File: config.mk
export PLATFORM = sky130hd
export DESIGN_NAME = zero_block_extent_mapper_core_flat
export DESIGN_NICKNAME = d
export VERILOG_FILES = /design/src/hw/rtl/zbem_pkg.sv /design/src/hw/rtl/zbem_req_if.sv /design/src/hw/rtl/zbem_rsp_if.sv /design/src/hw/rtl/zbem_lane.sv /design/src/hw/rtl/zbem_scan.sv /design/src/hw/rtl/zbem_tracker.sv /design/src/hw/rtl/zero_block_extent_mapper_core.sv /design/src/flat_wrapper.sv
export SDC_FILE = /design/constraint.sdc
export NUM_CORES = 1
export LEC_CHECK = 0
export ABC_AREA = 1
export BUFFER_PORTS_ARGS = -buffer_cell sky130_fd_sc_hd__buf_2
export CORE_MARGIN = 3
export CORE_UTILIZATION = 30
export DETAILED_ROUTE_END_ITERATION = 10
export PLACE_DENSITY_LB_ADDON = 0.25
export SLEW_MARGIN = 25
export SYNTH_ARGS = -nofsm -noshare
export SYNTH_HDL_FRONTEND = slang
export SYNTH_SLANG_ARGS = --single-unit
File: constraint.sdc
create_clock -name clock -period 24.8 [get_ports clock]
set_input_delay 3.72 -clock clock [delete_from_list [all_inputs] [get_ports clock]]
set_output_delay 3.72 -clock clock [all_outputs]
set_load 0.005 [all_outputs]
File: src/hw/rtl/zbem_pkg.sv
// ----------------------------------------------------------------------------
// zbem_pkg
// Shared constants and types for the zero block extent mapper.
// ----------------------------------------------------------------------------
package zbem_pkg;

   localparam int unsigned DEF_OFFSET_BITS = 40;
   localparam int unsigned DEF_LANE_BYTES  = 8;
   localparam int unsigned DATA_BITS       = 64;
   localparam int unsigned VB_BITS         = 4;
   localparam int unsigned COUNT_BITS      = 16;

   localparam logic MODE_DATA = 1'b0;
   localparam logic MODE_EOF  = 1'b1;

   // one scanned item after the lanes are merged
   typedef struct packed {
      logic               mode;
      logic               nonzero;
      logic [VB_BITS-1:0] vb;
      logic               last;
   } scan_type;

endpackage

File: src/hw/rtl/zbem_req_if.sv
// ----------------------------------------------------------------------------
// zbem_req_if
// Input channel: file words and end-of-file markers.
// ----------------------------------------------------------------------------
interface zbem_req_if;
   logic                             valid;
   logic                             ready;
   logic                             mode;
   logic [zbem_pkg::DATA_BITS-1:0]   data_word;
   logic [zbem_pkg::VB_BITS-1:0]     valid_bytes;
   logic                             block_last;

   modport source (output valid, mode, data_word, valid_bytes, block_last, input ready);
   modport sink   (input valid, mode, data_word, valid_bytes, block_last, output ready);
endinterface

File: src/hw/rtl/zbem_rsp_if.sv
// ----------------------------------------------------------------------------
// zbem_rsp_if
// Result channel: data extents and running data total.
// ----------------------------------------------------------------------------
interface zbem_rsp_if #(
   parameter int unsigned OFFSET_BITS = zbem_pkg::DEF_OFFSET_BITS
);
   logic                   valid;
   logic                   ready;
   logic [OFFSET_BITS-1:0] extent_offset;
   logic [OFFSET_BITS-1:0] extent_length;
   logic [OFFSET_BITS-1:0] data_total;
   logic                   final_res;

   modport source (output valid, extent_offset, extent_length, data_total, final_res,
                   input ready);
   modport sink   (input valid, extent_offset, extent_length, data_total, final_res,
                   output ready);
endinterface

File: src/hw/rtl/zbem_lane.sv
// ----------------------------------------------------------------------------
// zbem_lane
// Zero test of one byte lane, gated by the valid byte count.
// ----------------------------------------------------------------------------
module zbem_lane #(
   parameter int unsigned LANE_INDEX = 0
) (
   input  logic [7:0]                     lane_byte,
   input  logic [zbem_pkg::VB_BITS-1:0]   vb,
   output logic                           nonzero
);

   logic in_range;

   assign in_range = vb > zbem_pkg::VB_BITS'(LANE_INDEX);
   assign nonzero  = in_range && (lane_byte != 8'd0);

endmodule

File: src/hw/rtl/zbem_scan.sv
// ----------------------------------------------------------------------------
// zbem_scan
// Byte lanes side by side, merged into one nonzero flag and registered.
// ----------------------------------------------------------------------------
module zbem_scan #(
   parameter int unsigned LANE_BYTES = zbem_pkg::DEF_LANE_BYTES
) (
   input  logic                           clock,
   input  logic                           reset,
   input  logic                           load,
   input  logic                           consume,
   input  logic                           mode,
   input  logic [zbem_pkg::DATA_BITS-1:0] data_word,
   input  logic [zbem_pkg::VB_BITS-1:0]   valid_bytes,
   input  logic                           block_last,
   output logic                           scan_valid,
   output zbem_pkg::scan_type             scan
);

   logic [zbem_pkg::VB_BITS-1:0] vb_clamp;
   logic [LANE_BYTES-1:0]        lane_nz;
   logic                         s1_valid_ff, s1_valid_in;
   zbem_pkg::scan_type           s1_ff, s1_in;

   assign vb_clamp = (valid_bytes > zbem_pkg::VB_BITS'(LANE_BYTES))
                   ? zbem_pkg::VB_BITS'(LANE_BYTES) : valid_bytes;

   for (genvar g = 0; g < LANE_BYTES; g++) begin : g_lane
      zbem_lane #(.LANE_INDEX(g)) u_lane (
         .lane_byte (data_word[8*g +: 8]),
         .vb        (vb_clamp),
         .nonzero   (lane_nz[g])
      );
   end

   // merge of the lanes
   always_comb begin
      s1_in.mode    = mode;
      s1_in.nonzero = |lane_nz;
      s1_in.vb      = vb_clamp;
      s1_in.last    = block_last;
   end

   assign s1_valid_in = load ? 1'b1 : (consume ? 1'b0 : s1_valid_ff);

   always_ff @(posedge clock) begin
      if (reset) begin
         s1_valid_ff <= 1'b0;
      end else begin
         s1_valid_ff <= s1_valid_in;
      end
   end

   always_ff @(posedge clock) begin
      if (load) begin
         s1_ff <= s1_in;
      end
   end

   assign scan_valid = s1_valid_ff;
   assign scan       = s1_ff;

   a_hold_until_consumed: assert property (@(posedge clock) disable iff (reset)
      s1_valid_ff && !consume |=> s1_valid_ff)
      else $error("scan stage dropped a transaction");

   a_no_consume_empty: assert property (@(posedge clock) disable iff (reset)
      consume |-> s1_valid_ff)
      else $error("scan stage consumed while empty");

endmodule

File: src/hw/rtl/zbem_tracker.sv
// ----------------------------------------------------------------------------
// zbem_tracker
// Block and extent state: closes blocks, grows and emits data extents.
// ----------------------------------------------------------------------------
module zbem_tracker #(
   parameter int unsigned OFFSET_BITS = zbem_pkg::DEF_OFFSET_BITS
) (
   input  logic                   clock,
   input  logic                   reset,
   input  logic                   step,
   input  zbem_pkg::scan_type     scan,
   output logic                   push,
   output logic [OFFSET_BITS-1:0] res_offset,
   output logic [OFFSET_BITS-1:0] res_length,
   output logic [OFFSET_BITS-1:0] res_total,
   output logic                   res_final
);

   localparam int unsigned CB = zbem_pkg::COUNT_BITS;

   function automatic logic [OFFSET_BITS-1:0] sat_add(
      input logic [OFFSET_BITS-1:0] a,
      input logic [OFFSET_BITS-1:0] b
   );
      logic [OFFSET_BITS:0] s;
      s = {1'b0, a} + {1'b0, b};
      return s[OFFSET_BITS] ? {OFFSET_BITS{1'b1}} : s[OFFSET_BITS-1:0];
   endfunction

   logic [OFFSET_BITS-1:0] fpos_ff, bpos_ff, ext_start_ff, ext_bytes_ff, total_ff;
   logic [CB-1:0]          bcount_ff;
   logic                   bnz_ff;

   logic                   data_step, eof_step;
   logic [CB:0]            cnt_sum;
   logic [CB-1:0]          cnt_acc, close_cnt;
   logic                   nz_acc, close_nz;
   logic [OFFSET_BITS-1:0] fpos_in, close_cntx, fpos_dec;
   logic                   has_cnt, ext_open, grow, closed;
   logic [OFFSET_BITS-1:0] ext_start_in, ext_bytes_in, total_in;

   assign data_step = step && (scan.mode == zbem_pkg::MODE_DATA);
   assign eof_step  = step && (scan.mode == zbem_pkg::MODE_EOF);

   assign cnt_sum = {1'b0, bcount_ff} + (CB+1)'(scan.vb);
   assign cnt_acc = cnt_sum[CB] ? {CB{1'b1}} : cnt_sum[CB-1:0];
   assign nz_acc  = bnz_ff | scan.nonzero;
   assign fpos_in = sat_add(fpos_ff, OFFSET_BITS'(scan.vb));

   // end of file closes the partial block without the current word
   assign close_cnt  = eof_step ? bcount_ff : cnt_acc;
   assign close_nz   = eof_step ? bnz_ff : nz_acc;
   assign close_cntx = OFFSET_BITS'(close_cnt);

   assign has_cnt  = close_cnt != '0;
   assign ext_open = ext_bytes_ff != '0;
   assign grow     = has_cnt && close_nz;
   assign closed   = has_cnt && !close_nz && ext_open;

   assign ext_start_in = (grow && !ext_open) ? bpos_ff : ext_start_ff;
   assign ext_bytes_in = grow ? sat_add(ext_bytes_ff, close_cntx)
                       : (closed ? '0 : ext_bytes_ff);
   assign total_in     = grow ? sat_add(total_ff, close_cntx) : total_ff;

   assign fpos_dec = (fpos_ff == '0) ? '0 : fpos_ff - OFFSET_BITS'(1);

   always_ff @(posedge clock) begin
      if (reset || eof_step) begin
         fpos_ff      <= '0;
         bpos_ff      <= '0;
         bnz_ff       <= 1'b0;
         bcount_ff    <= '0;
         ext_start_ff <= '0;
         ext_bytes_ff <= '0;
         total_ff     <= '0;
      end else if (data_step) begin
         fpos_ff <= fpos_in;
         if (scan.last) begin
            bpos_ff      <= fpos_in;
            bnz_ff       <= 1'b0;
            bcount_ff    <= '0;
            ext_start_ff <= ext_start_in;
            ext_bytes_ff <= ext_bytes_in;
            total_ff     <= total_in;
         end else begin
            bnz_ff    <= nz_acc;
            bcount_ff <= cnt_acc;
         end
      end
   end

   assign push       = (data_step && scan.last && closed) || eof_step;
   assign res_offset = closed ? ext_start_ff
                     : ((ext_bytes_in != '0) ? ext_start_in : fpos_dec);
   assign res_length = closed ? ext_bytes_ff
                     : ((ext_bytes_in != '0) ? ext_bytes_in : OFFSET_BITS'(1));
   assign res_total  = total_in;
   assign res_final  = eof_step;

   a_eof_emits: assert property (@(posedge clock) disable iff (reset)
      eof_step |-> push && res_final)
      else $error("end of file without an extent");

   a_nonempty_extent: assert property (@(posedge clock) disable iff (reset)
      push |-> res_length != '0)
      else $error("empty extent emitted");

   a_eof_clears: assert property (@(posedge clock) disable iff (reset)
      eof_step |=> fpos_ff == '0 && ext_bytes_ff == '0 && total_ff == '0)
      else $error("state not cleared after end of file");

endmodule

File: src/hw/rtl/zero_block_extent_mapper_core.sv
// ----------------------------------------------------------------------------
// zero_block_extent_mapper_core
// Scans file words for all-zero blocks and emits the data extents between them.
// ----------------------------------------------------------------------------
// flow: the byte lanes register an accepted transaction; the block/extent
//   update consumes it; a two-entry result buffer on rsp absorbs stalls
// throughput: one transaction per cycle while the result buffer is not full
// reset: synchronous; clears all file, block and extent state and empties
//   the pipeline and the result buffer
module zero_block_extent_mapper_core #(
   parameter int unsigned OFFSET_BITS = zbem_pkg::DEF_OFFSET_BITS,
   parameter int unsigned LANE_BYTES  = zbem_pkg::DEF_LANE_BYTES
) (
   input  logic        clock,
   input  logic        reset,
   zbem_req_if.sink    req,
   zbem_rsp_if.source  rsp
);

   localparam int unsigned RW = 3*OFFSET_BITS + 1;

   logic               load, consume, scan_valid, push, pop, full;
   zbem_pkg::scan_type scan;

   logic [OFFSET_BITS-1:0] res_offset, res_length, res_total;
   logic                   res_final;

   logic [RW-1:0] buf_ff [2];
   logic [RW-1:0] head;
   logic          wr_ptr_ff, rd_ptr_ff;
   logic [1:0]    count_ff, count_in;

   assign full     = count_ff == 2'd2;
   assign consume  = scan_valid && !full;
   assign req.ready = !scan_valid || !full;
   assign load     = req.valid && req.ready;

   zbem_scan #(.LANE_BYTES(LANE_BYTES)) u_scan (
      .clock       (clock),
      .reset       (reset),
      .load        (load),
      .consume     (consume),
      .mode        (req.mode),
      .data_word   (req.data_word),
      .valid_bytes (req.valid_bytes),
      .block_last  (req.block_last),
      .scan_valid  (scan_valid),
      .scan        (scan)
   );

   zbem_tracker #(.OFFSET_BITS(OFFSET_BITS)) u_tracker (
      .clock      (clock),
      .reset      (reset),
      .step       (consume),
      .scan       (scan),
      .push       (push),
      .res_offset (res_offset),
      .res_length (res_length),
      .res_total  (res_total),
      .res_final  (res_final)
   );

   // two-entry result buffer
   assign pop      = rsp.valid && rsp.ready;
   assign count_in = count_ff + {1'b0, push} - {1'b0, pop};

   always_ff @(posedge clock) begin
      if (reset) begin
         wr_ptr_ff <= 1'b0;
         rd_ptr_ff <= 1'b0;
         count_ff  <= 2'd0;
      end else begin
         if (push) begin
            wr_ptr_ff <= !wr_ptr_ff;
         end
         if (pop) begin
            rd_ptr_ff <= !rd_ptr_ff;
         end
         count_ff <= count_in;
      end
   end

   always_ff @(posedge clock) begin
      if (push) begin
         buf_ff[wr_ptr_ff] <= {res_offset, res_length, res_total, res_final};
      end
   end

   assign head              = buf_ff[rd_ptr_ff];
   assign rsp.valid         = count_ff != 2'd0;
   assign rsp.extent_offset = head[RW-1 -: OFFSET_BITS];
   assign rsp.extent_length = head[2*OFFSET_BITS -: OFFSET_BITS];
   assign rsp.data_total    = head[OFFSET_BITS -: OFFSET_BITS];
   assign rsp.final_res     = head[0];

   a_no_overflow: assert property (@(posedge clock) disable iff (reset)
      push |-> !full)
      else $error("result buffer overflow");

   a_count_range: assert property (@(posedge clock) disable iff (reset)
      count_ff != 2'd3)
      else $error("result buffer count out of range");

   a_ptr_track: assert property (@(posedge clock) disable iff (reset)
      (count_ff == 2'd0 || count_ff == 2'd2) |-> wr_ptr_ff == rd_ptr_ff)
      else $error("result buffer pointers out of step");

endmodule
File: src/flat_wrapper.sv
// flat-port wrapper written by rule: the top's interface ports become plain ports
module zero_block_extent_mapper_core_flat 
#(
   parameter int unsigned OFFSET_BITS = zbem_pkg::DEF_OFFSET_BITS,
   parameter int unsigned LANE_BYTES  = zbem_pkg::DEF_LANE_BYTES
)
  (clock, reset, req_valid, req_mode, req_data_word, req_valid_bytes, req_block_last, req_ready, rsp_valid, rsp_extent_offset, rsp_extent_length, rsp_data_total, rsp_final_res, rsp_ready);
  zbem_req_if req_i ();
  zbem_rsp_if #(.OFFSET_BITS(OFFSET_BITS)) rsp_i ();
  input  logic clock;
  input  logic reset;
  input wire logic [$bits(req_i.valid)-1:0] req_valid;
  input wire logic [$bits(req_i.mode)-1:0] req_mode;
  input wire logic [$bits(req_i.data_word)-1:0] req_data_word;
  input wire logic [$bits(req_i.valid_bytes)-1:0] req_valid_bytes;
  input wire logic [$bits(req_i.block_last)-1:0] req_block_last;
  output wire logic [$bits(req_i.ready)-1:0] req_ready;
  output wire logic [$bits(rsp_i.valid)-1:0] rsp_valid;
  output wire logic [$bits(rsp_i.extent_offset)-1:0] rsp_extent_offset;
  output wire logic [$bits(rsp_i.extent_length)-1:0] rsp_extent_length;
  output wire logic [$bits(rsp_i.data_total)-1:0] rsp_data_total;
  output wire logic [$bits(rsp_i.final_res)-1:0] rsp_final_res;
  input wire logic [$bits(rsp_i.ready)-1:0] rsp_ready;
  assign req_i.valid = req_valid;
  assign req_i.mode = req_mode;
  assign req_i.data_word = req_data_word;
  assign req_i.valid_bytes = req_valid_bytes;
  assign req_i.block_last = req_block_last;
  assign req_ready = req_i.ready;
  assign rsp_valid = rsp_i.valid;
  assign rsp_extent_offset = rsp_i.extent_offset;
  assign rsp_extent_length = rsp_i.extent_length;
  assign rsp_data_total = rsp_i.data_total;
  assign rsp_final_res = rsp_i.final_res;
  assign rsp_i.ready = rsp_ready;
  zero_block_extent_mapper_core #(.OFFSET_BITS(OFFSET_BITS), .LANE_BYTES(LANE_BYTES)) u_core (.clock(clock), .reset(reset), .req(req_i), .rsp(rsp_i));
endmodule
======== Word level (Yosys, flattened, before mapping) ========
Memory sizes are Yosys's and may differ from the RTL's. A register that Yosys moved wholly into a read port is not among the register bits.
Cells that the tools add are included.
storage, ports and cells
  register bits ........................... 229
  RAM bits ................................ 242
  input port bits ......................... 74
  output and inout bits ................... 123
  logic and storage cells ................. 103
  memories kept ........................... 1
operators by class
  $add $sub $neg .......................... 7
  $lt $le $gt $ge ......................... 9
  equal/unequal tests ..................... 1
  muxes and demuxes ....................... 24
  bitwise operators ....................... 2
  reductions and logical operators ........ 44
memories
  name           words  width  read ports  clocked after Yosys merged registers in  wr ports  RTL line                             source
  u_core.buf_ff  2      121    1           1                                        1         zero_block_extent_mapper_core.sv:28  logic [RW-1:0] buf_ff [2];
operators by type and width
  operator                                                                          count
  40-bit 2-to-1 mux                                                                 12
  40-bit by 16-bit adder with 41-bit output                                         2
  40-bit nonzero test                                                               2
  8-bit nonzero test                                                                8
  16-bit 2-to-1 mux                                                                 3
  40-bit by 4-bit adder with 41-bit output                                          1
  40-bit logical NOT                                                                1
  40-bit by 1-bit subtractor with 40-bit output (second input constant)             1
  1-bit logical AND                                                                 19
  16-bit by 4-bit adder with 17-bit output                                          1
  4-bit by 3-bit greater-than comparator with 1-bit output (second input constant)  4
  16-bit nonzero test                                                               1
  4-bit by 1-bit greater-than comparator with 1-bit output (second input constant)  2
  4-bit by 2-bit greater-than comparator with 1-bit output (second input constant)  2
  1-bit 2-to-1 mux                                                                  8
  8-bit OR reduction                                                                1
  1-bit logical NOT                                                                 6
  4-bit greater-than comparator (second input constant)                             1
  4-bit 2-to-1 mux                                                                  1
  2-bit nonzero test                                                                2
  1-bit logical OR                                                                  3
  2-bit by 1-bit adder with 2-bit output                                            1
  2-bit equality test (second input constant)                                       1
  2-bit AND reduction                                                               1
  3 further kinds                                                                   3

======== Depth between registers and ports, before layout ========
Gate-level depths: netlist of the first run.
  depth in word-level cells ............... 13
  mapped depth ............................ 38
  mapped depth without buffers ............ 37

======== Cells and area by module ========
From an unflattened synthesis of the first run, not the netlist that was laid out.
unflattened totals
  cells, all modules ...................... 3,308
  area, all modules ....................... 26,141.3 um^2
by module, submodules not included
  module                                          times used  cells each  area each (um^2)  sequential area each (um^2)
  zbem_tracker                                    1           2,784       16,508.3          4,344.2
  zero_block_extent_mapper_core                   1           416         9,012.4           7,367.1
  zbem_scan                                       1           25          302.8             230.2
  zbem_lane (u_core.u_scan.g_lane[2].u_lane ...)  2           12          45.0              0.0
  zbem_lane (u_core.u_scan.g_lane[1].u_lane ...)  2           9           35.0              0.0
  zbem_lane (u_core.u_scan.g_lane[3].u_lane ...)  2           9           33.8              0.0
  zbem_lane (u_core.u_scan.g_lane[6].u_lane)      1           12          46.3              0.0
  zbem_lane (u_core.u_scan.g_lane[0].u_lane)      1           11          43.8              0.0

======== Least setup slack after synthesis of the first run ========
OpenSTA, ideal clock, no wires.
  path type ............................... reg2reg
  start point ............................. reg u_core.u_scan.s1_ff, in the netlist u_core.u_scan.scan[1]
  end point ............................... mem u_core.buf_ff[1][0] in the netlist's numbering (enable)
  library setup time ...................... 0.604 ns
  data arrival time ....................... 7.518 ns
  required time ........................... 24.196 ns
  path slack .............................. 16.679 ns
  stages on the path, launching flop included .. 20
  path buffers ............................ 2
  period minus slack after synthesis ...... 8.121 ns
  cell sequence ........................... edfxtp_1 -> ha_1 -> fa_1 -> nand2_1 -> nand2_1 -> nand2_2 -> nor2_2 -> nand2_1 -> nand2_1 -> nand2_1 -> o21ai_2 -> nand3_1 -> nor2_2 -> nand3_4 -> nand2_2 -> buf_6 -> buf_2 -> o21ai_0 -> inv_1 -> nor2_1
on the way
  longest elaborated chain between the ends .. 10
RTL lines
  item                                      RTL line                             source
  start: declaration                        zbem_scan.sv:23                      zbem_pkg::scan_type s1_ff, s1_in;
  start signal: assignment                  zbem_scan.sv:56                      s1_ff <= s1_in;
  16-bit by 4-bit adder with 17-bit output  zbem_tracker.sv:45                   assign cnt_sum = {1'b0, bcount_ff} + (CB+1)'(scan.vb);
  16-bit 2-to-1 mux                         zbem_tracker.sv:46                   assign cnt_acc = cnt_sum[CB] ? {CB{1'b1}} : cnt_sum[CB-1:0];
  16-bit 2-to-1 mux                         zbem_tracker.sv:51                   assign close_cnt = eof_step ? bcount_ff : cnt_acc;
  16-bit nonzero test                       zbem_tracker.sv:55                   assign has_cnt = close_cnt != '0;
  1-bit logical AND (2 in series)           zbem_tracker.sv:58                   assign closed = has_cnt && !close_nz && ext_open;
  1-bit logical AND                         zbem_tracker.sv:92                   assign push = (data_step && scan.last && closed) || eof_step;
  1-bit logical OR                          zbem_tracker.sv:92
  1-bit 2-to-1 mux                          zero_block_extent_mapper_core.sv:84  if (push) begin
  1-bit 2-to-1 mux (implied by the code)    zero_block_extent_mapper_core.sv:85  buf_ff[wr_ptr_ff] <= {res_offset, res_length, res_total, res_final};
  end: declaration                          zero_block_extent_mapper_core.sv:28
No other way between the ends.

======== Worst setup path after layout of the first run ========
  start point ............................. reg u_core.u_scan.s1_ff, in the netlist u_core.u_scan.scan[1]
  end point ............................... mem u_core.buf_ff[0][103] in the netlist's numbering (data pin)
on the way
  longest elaborated chain between the ends .. 11
  elaborated cells between the ends (all ways) .. 16
  those cells by class .................... add/sub: 2; mux: 8; reduce/logical: 6
RTL lines
  item                                                                                               RTL line                             source
  16-bit by 4-bit adder with 17-bit output (*)                                                       zbem_tracker.sv:45
  16-bit 2-to-1 mux (*)                                                                              zbem_tracker.sv:46
  16-bit 2-to-1 mux (*)                                                                              zbem_tracker.sv:51
  parallel branches: the longest is 7 deep, another holds 40-bit by 16-bit adder with 41-bit output  n/a
  40-bit 2-to-1 mux (*)                                                                              zbem_tracker.sv:93                   assign res_offset = closed ? ext_start_ff
  via u_core.res_offset[22]                                                                          zero_block_extent_mapper_core.sv:25  logic [OFFSET_BITS-1:0] res_offset, res_length, res_total;
Mark *: on every way through the listed nets, which the timed path passes.

==> impl_metrics.csv, run 1 <==
group,metric,value,unit
yosys,yosys.area_share.simple,23.8,%
routing,dr_total_vias,22100,
worst_setup_path,crit_fanout,41,
yosys,synthAdderAreaFrac,2.40,%
worst_setup_path,critPathKind,"reg -> reg",
sta,timing.fmax,0.152,GHz
grt,grt_antenna_before_repair,4,
layout,syn_to_final_growth,15.2,%
pwr,powerDensity,81.4,nW/um^2
pwr,ir_drop,53.1,uV
sta,skew,0.0178,ns
layout,post_layout_nonfiller_instances,4489,
routing,drt_pass1_iterations,8,
worst_setup_path,path_buf_inv,5,
yosys,synthTopCellsByArea,"edfxtp_1 29%, dfxtp_1 17%, nand2_1 10%",
run_status,status,"completed",
yosys,ys.flop_type,"edfxtp_1",
worst_setup_path,worstPathRequired,25.26,ns
routing,drt_first_iter_violations,1434,
routing,via_per_inst,4.92,
layout,design_area,29700,sq um
layout,nFillCells,8947,
sta,period_needed,6.58,ns
yosys,synth_seq_cells,472,
worst_setup_path,path_common_cell,"nand2_1",
cts,htreeDepth,2,
yosys,synth_compound_area_share,11.4,%
sta,finalSetupViolations,0,
cts,clk_path_buf_depth,3,
yosys,synth_top_family_by_area,"simple AND/OR/NAND/NOR gates",
floorplanning,core,84400,sq um
yosys,synth_top_area_cell,"edfxtp_1",
sta,setup_ws,18.22,ns
placement,place_area,27800,sq um
cts,cts_setup_buffers,0,
yosys,synth_top_area_share,29.0,%
layout,layout.nets,3429,
placement,dpl.hpwl,56500,um
cts,cts_resized,0,
min_path,hold_path.class,"reg -> reg",
worst_setup_path,cp_slowest_stage_delay,0.56,ns
grt,overflow,0,
worst_setup_path,path_delay_family,"simple AND/OR/NAND/NOR gates",
placement,portBuffers,196,
routing,post-route-drc-count,0,
sta,rsz0062_at_grt,"false",
yosys,syn_area_per_cell,8.13,sq um
yosys,yosys_warnings,0,
sta,period_share,26.5,%
cts,clock_latency,0.61,ns
layout,final_layout_size_suffix_gt1_share,14.6,%
sta,tightestPinTransition,1.03,ns
yosys,synth.cell_area,25800,sq um
routing,wire_per_inst,17.7,um
pwr,power_leakage,12.2,nW
yosys,synthCells,3174,
sta,slew_headroom,31.3,%
sta,slew_violations,0,
floorplanning,die_h,299,um
cts,cts-root-buf,"clkbuf_16",
cts,cts_tree,"built",
placement,dp.cells,4383,
floorplanning,die-area,89500,sq um
yosys,synth_edf_count,249,
worst_setup_path,arrival,7.04,ns
yosys,synth.distinct_cells,53,
placement,gp_congestion,0.890,
cts,clkTransAtPathRegs,0.06,ns
routing,routed_wl,79200,um
grt,grt_pass1_wl,123000,um
placement,dp_slack,17.54,ns
job,cap_violations,0,
layout,antenna_cells,0,
yosys,synthMuxAreaShare,5.28,%
sta,finalHoldViolCount,0,
floorplanning,start_util,30.6,%
sta,finalSetupTns,0,ns
grt,grt_pass1_vias,21200,
floorplanning,row_count,106,
cts,cts_hold_buf,0,
cts,cts_made_buffers,55,
yosys,syn-num-nets,3295,
yosys,seq_area_frac_synth,46.3,%
yosys,synth-async-reset-ratio,0,%
worst_setup_path,critPathCaptureType,"flip-flop",
yosys,synth-xor-area-share,2.55,%
worst_setup_path,crit_path_top_delay_cell,"inv_1",
cts,clock_sinks,472,
floorplanning,die_w,299,um
worst_setup_path,start_kind,"flip-flop",
grt,grt_max_degree,81,
routing,ant_nets,0,
grt,track_usage,17.1,%
floorplanning,io_pins,197,
[synth_stat cells (all sizes together) (2+ instances only)]
cell type    n
buf         43
or2          8
o221ai       2
o21bai       2
clkbuf     101
xnor2       14
nor4        54
nor2       227
clkinv       4
nor3        66
ha          43
nand4       48
nor3b        2
edfxtp     249
a31oi       14
mux2       121
fa           4
xor2        61
o21ai      225
dfxtp      223
a21oi       88
a22oi        4
o211ai      28
inv        391
nand3      290
nand3b       8
o31ai       11
a211oi      19
a22o         8
a21o         6
nand2      707
o22ai       97
[registers in the layout, summed over array words and instances, names as in the netlist, 2 cells and up, named ones only]
| register | flops |
|---|---|
| u_core.count_ff | 2 |
| u_core.u_tracker.ext_start_ff | 40 |
| u_core.u_tracker.total_ff | 40 |
| u_core.u_tracker.fpos_ff | 40 |
| u_core.u_tracker.bcount_ff | 16 |
| u_core.u_scan.scan | 7 |
| u_core.buf_ff | 242 |
| u_core.u_tracker.ext_bytes_ff | 40 |
| u_core.u_tracker.bpos_ff | 40 |
[report_power, final]
| part | total [mW] | internal, mW | switching [mW] |
|---|---|---|---|
| sequential | 0.932 | 0.903 | 0.0292 |
| combinational | 0.640 | 0.227 | 0.414 |
| clock | 0.847 | 0.513 | 0.334 |
[cells in the final DEF (no fill, tap or decap), types with 97 or more instances in the layout]
master	Yosys	layout
o21ai_0	193	193
mux2_2	121	121
nor2_1	220	214
o22ai_1	97	97
nand3_1	286	286
edfxtp_1	249	249
nand2_1	699	698
inv_1	373	370
buf_2	17	196
dfxtp_1	223	222
[worst register-to-register path, delay by kind of cell (launching register included)]
family | cells | cell delay (ns)
buf+inv | 5 | 1.24
fa+ha+maj | 4 | 1.22
simple gates | 23 | 3.23
flops | 1 | 0.40
compound gates | 2 | 0.36
[routing by layer]
layer / vias to the layer above / GRT usage [%] / wire [um] / share of wire (%)
li1: 11100 / - / - / -
met5: - / 0 / 0 / 0
met3: 105 / 1.97 / 3110 / 3.9
met2: 459 / 30.4 / 39400 / 50
met4: 0 / 3.75 / 1550 / 2.0
met1: 10400 / 22.4 / 35200 / 44
[stage by stage]
step / power (mW) / hold WS [ns] / utilization, %
after detailed placement: 1.60 / 0.432 / 32.9
after global routing: 2.56 / 0.470 / 35.2
final: 2.42 / 0.440 / 35.2
after CTS: 2.46 / 0.441 / 35.2
after floorplan: 1.38 / 0.425 / -
after global placement: 1.60 / 0.427 / 32.9
[logic make-up (layout without fill, tap and decap cells)]
family                     after synthesis  count (layout)
xor gates and xnor gates                75              75
DFF                                    472             472
buffers and inverters                  539             720
and+or+nand+nor                       1412            1412
muxes                                  121             121
adders and majority gates               47              47
AOI/OAI and AO/OA                      508             508
[worst paths after layout]
path                                            start                    end  slack [ns]  cells past startpoint
worst max-delay path            u_core.u_scan.scan[1]  u_core.buf_ff[0][103]       18.22                     34
worst min-delay path                 u_core.rd_ptr_ff              flip-flop        0.44                      1
worst max register to register  u_core.u_scan.scan[1]  u_core.buf_ff[0][103]       18.22                     34
worst min register to register       u_core.rd_ptr_ff              flip-flop        0.44                      1
[cell type report]
| cell class | instances | area, sq um | share of cell area, % |
|---|---|---|---|
| flip-flops and latches | 472 | 11900 | 40.2 |
| clock inverters | 29 | 350 | 1.18 |
| inverters | 395 | 1490 | 5.01 |
| multi-input cells | 2163 | 11800 | 39.6 |
| repair buffers | 221 | 1200 | 4.03 |
| well taps | 1134 | 1420 | 4.77 |
| clock buffers | 75 | 1550 | 5.23 |
(Power assumes the default switching activity.)
==> run 2: changes to the inputs <==
Clock period 24.8 ns to 5.5 ns, I/O delays scaled along.
==> run 2 against run 1 <==
  * Sequential share of layout area decreased by 0.93 points
  * Design area increased by 2.4%
  * First-iteration DRC count rose by 15%
  * Critical path depth is 5 lower
  * Hold slack got worse by 0.046 ns
  * Die area did not move
  * Maximum frequency rose by 28%
  * Core utilization increased by 0.84 points
  * Clock power increased to 4.8 times the previous value
  * Via count is 2.0% higher
  * Largest cell class unchanged
  * Largest power group unchanged
==> impl_metrics.csv, run 2 (synthesized netlist as in run 1, its figures left out) <==
group,metric,value,unit
placement,dpl.hpwl,56600,um
placement,portBuffers,196,
worst_setup_path,reg2reg_slack,0.35,ns
cts,clock_latency,0.61,ns
cts,htreeDepth,2,
cts,clock_sinks,472,
cts,cts-root-buf,"clkbuf_16",
cts,clk_path_buf_depth,3,
grt,grt_max_degree,123,
grt,grt_antenna_before_repair,0,
sta,finalHoldWorstSlack,0.394,ns
run_status,status,"completed",
min_path,hold_path.class,"in -> reg",
routing,post-route-drc-count,0,
routing,ant_nets,0,
floorplanning,die-area,89500,sq um
worst_setup_path,start_kind,"flip-flop",
layout,layout_commonest_cell,"nand2_1",
cts,clkTransAtPathRegs,0.07,ns
pwr,ir_drop,405,uV
routing,via_per_inst,4.97,
min_path,hold_depth,1,
pwr,p_sw,3.62,mW
layout,syn_to_final_growth,18.0,%
routing,dr_total_vias,22500,
routing,wire_per_inst,17.8,um
layout,final_core_util,36.1,%
layout,mostFrequentLayoutCells,"691 x nand2_1, 369 x inv_1, 284 x nand3_1",
sta,tightestPinTransition,1.12,ns
worst_setup_path,cp_slowest_stage_delay,0.44,ns
floorplanning,core,84400,sq um
sta,skew,0.0235,ns
placement,gp_congestion,0.918,
layout,largest-register,"u_core.buf_ff",
sta,rsz0062_at_grt,"false",
pwr,p_sw_share,32.0,%
floorplanning,die_h,299,um
routing,drt_pass1_iterations,5,
floorplanning,io_pins,197,
layout,antenna_cells,0,
pwr,powerDensity,372,nW/um^2
sta,finalSetupViolations,0,
worst_setup_path,arrival,5.50,ns
min_path,hold_path_end,"u_core.u_scan.scan[0]",
worst_setup_path,critPathKind,"reg -> reg",
worst_setup_path,crit_path_top_delay_cell,"edfxtp_1",
routing,routed_wl,80500,um
sta,period_needed,5.15,ns
sta,setup_ws,0.348,ns
sta,slew_headroom,25.1,%
pwr,finalPower,11.3,mW
sta,timing.fmax,0.194,GHz
floorplanning,die_w,299,um
worst_setup_path,critPathCaptureType,"flip-flop",
placement,dp_slack,0.00317,ns
pwr,p_clk_share,35.6,%
pwr,internal_power,7.69,mW
worst_setup_path,reg2reg_from,"u_core.u_scan.scan[3]",
worst_setup_path,r2r-end,"u_core.buf_ff[0][41]",
pwr,seqPwrFrac,37.1,%
grt,grt_pass1_wl,126000,um
worst_setup_path,crit_fanout,16,
job,cap_violations,0,
sta,finalSetupTns,0,ns
cts,cts_made_buffers,55,
worst_setup_path,path_common_cell,"nand2_1",
layout,layout.nets,3473,
cts,cts_tree,"built",
worst_setup_path,worstPathRequired,5.85,ns
floorplanning,start_util,30.6,%
layout,final_layout_size_suffix_gt1_share,16.6,%
sta,period_share,93.7,%
pwr,power_leakage,12.5,nW
grt,grt_pass1_vias,21800,
worst_setup_path,reg2reg_depth,29,
floorplanning,row_count,106,
layout,largest_reg_flops,242,
sta,finalHoldViolCount,0,
grt,track_usage,17.5,%
pwr,pwr-share-comb,27.3,%
grt,overflow,0,
routing,drt_first_iter_violations,1655,
sta,slew_violations,0,
min_path,worstHoldStart,"req_block_last",
[run 2: worst max path at each step]
stage | from | end | slack (ns)
finish | u_core.u_scan.scan[3] | u_core.buf_ff[0][41] | 0.35
detailed placement | u_core.u_scan.scan[1] | u_core.buf_ff[1][104] | 0.003
floorplan | u_core.u_scan.scan[1] | u_core.buf_ff[1][0] | -0.58
global placement | u_core.u_scan.scan[1] | u_core.buf_ff[0][104] | 0.06
global route | u_core.u_tracker.bcount_ff[0] | u_core.buf_ff[1][120] | 0.005
CTS | u_core.u_scan.scan[1] | u_core.buf_ff[1][104] | 0.004
[run 2: area by class of cell]
class	count	area, sq um
flip-flops and latches	472	11900
repair buffers	264	1650
well taps	1134	1420
inverters	395	1490
multi-input cells	2164	11900
clock inverters	27	429
clock buffers	77	1590
fillers	8854	53900
[run 2: what timing repair did]
action	CTS	global route
setup buffers	0	5
hold endpoints to repair	0	0
hold buffers	0	0
pin swaps	0	2
setup endpoints to repair	42	101
gates resized for setup	1	50
gates cloned	0	1
[run 2: metrics by stage]
stage          cells  area (sq um)
4_1_cts         4527         30200
2_1_floorplan   3174         25800
5_1_grt         4533         30400
3_5_place_dp    4423         28100
3_3_place_gp    4423         28100
6_report        4533         30400
[run 2: power by group through the flow]
stage / registers, mW / clock network [mW] / logic, mW
after floorplan: 4.22 / 0 / 2.01
after global placement: 4.27 / 0 / 3.05
after detailed placement: 4.27 / 0 / 3.06
after CTS: 4.20 / 4.15 / 3.09
after global routing: 4.22 / 4.29 / 3.47
final: 4.20 / 4.03 / 3.08
[run 2: routing by layer]
metal | part of all wire [%] | track usage (%) | vias to the layer above
li1 | - | - | 11200
met1 | 45 | 23.4 | 10700
met2 | 48 | 29.9 | 507
met5 | 0 | 0 | -
met4 | 2.3 | 4.38 | 0
met3 | 4.4 | 2.26 | 111
[run 2: worst max-delay path: cells and delay by family (launching register included)]
kind | cells | cell delay (ns)
and+or+nand+nor | 19 | 2.19
adders and majority gates | 2 | 0.70
buffers and inverters | 4 | 0.59
DFF | 1 | 0.44
AOI/OAI and AO/OA | 4 | 0.95
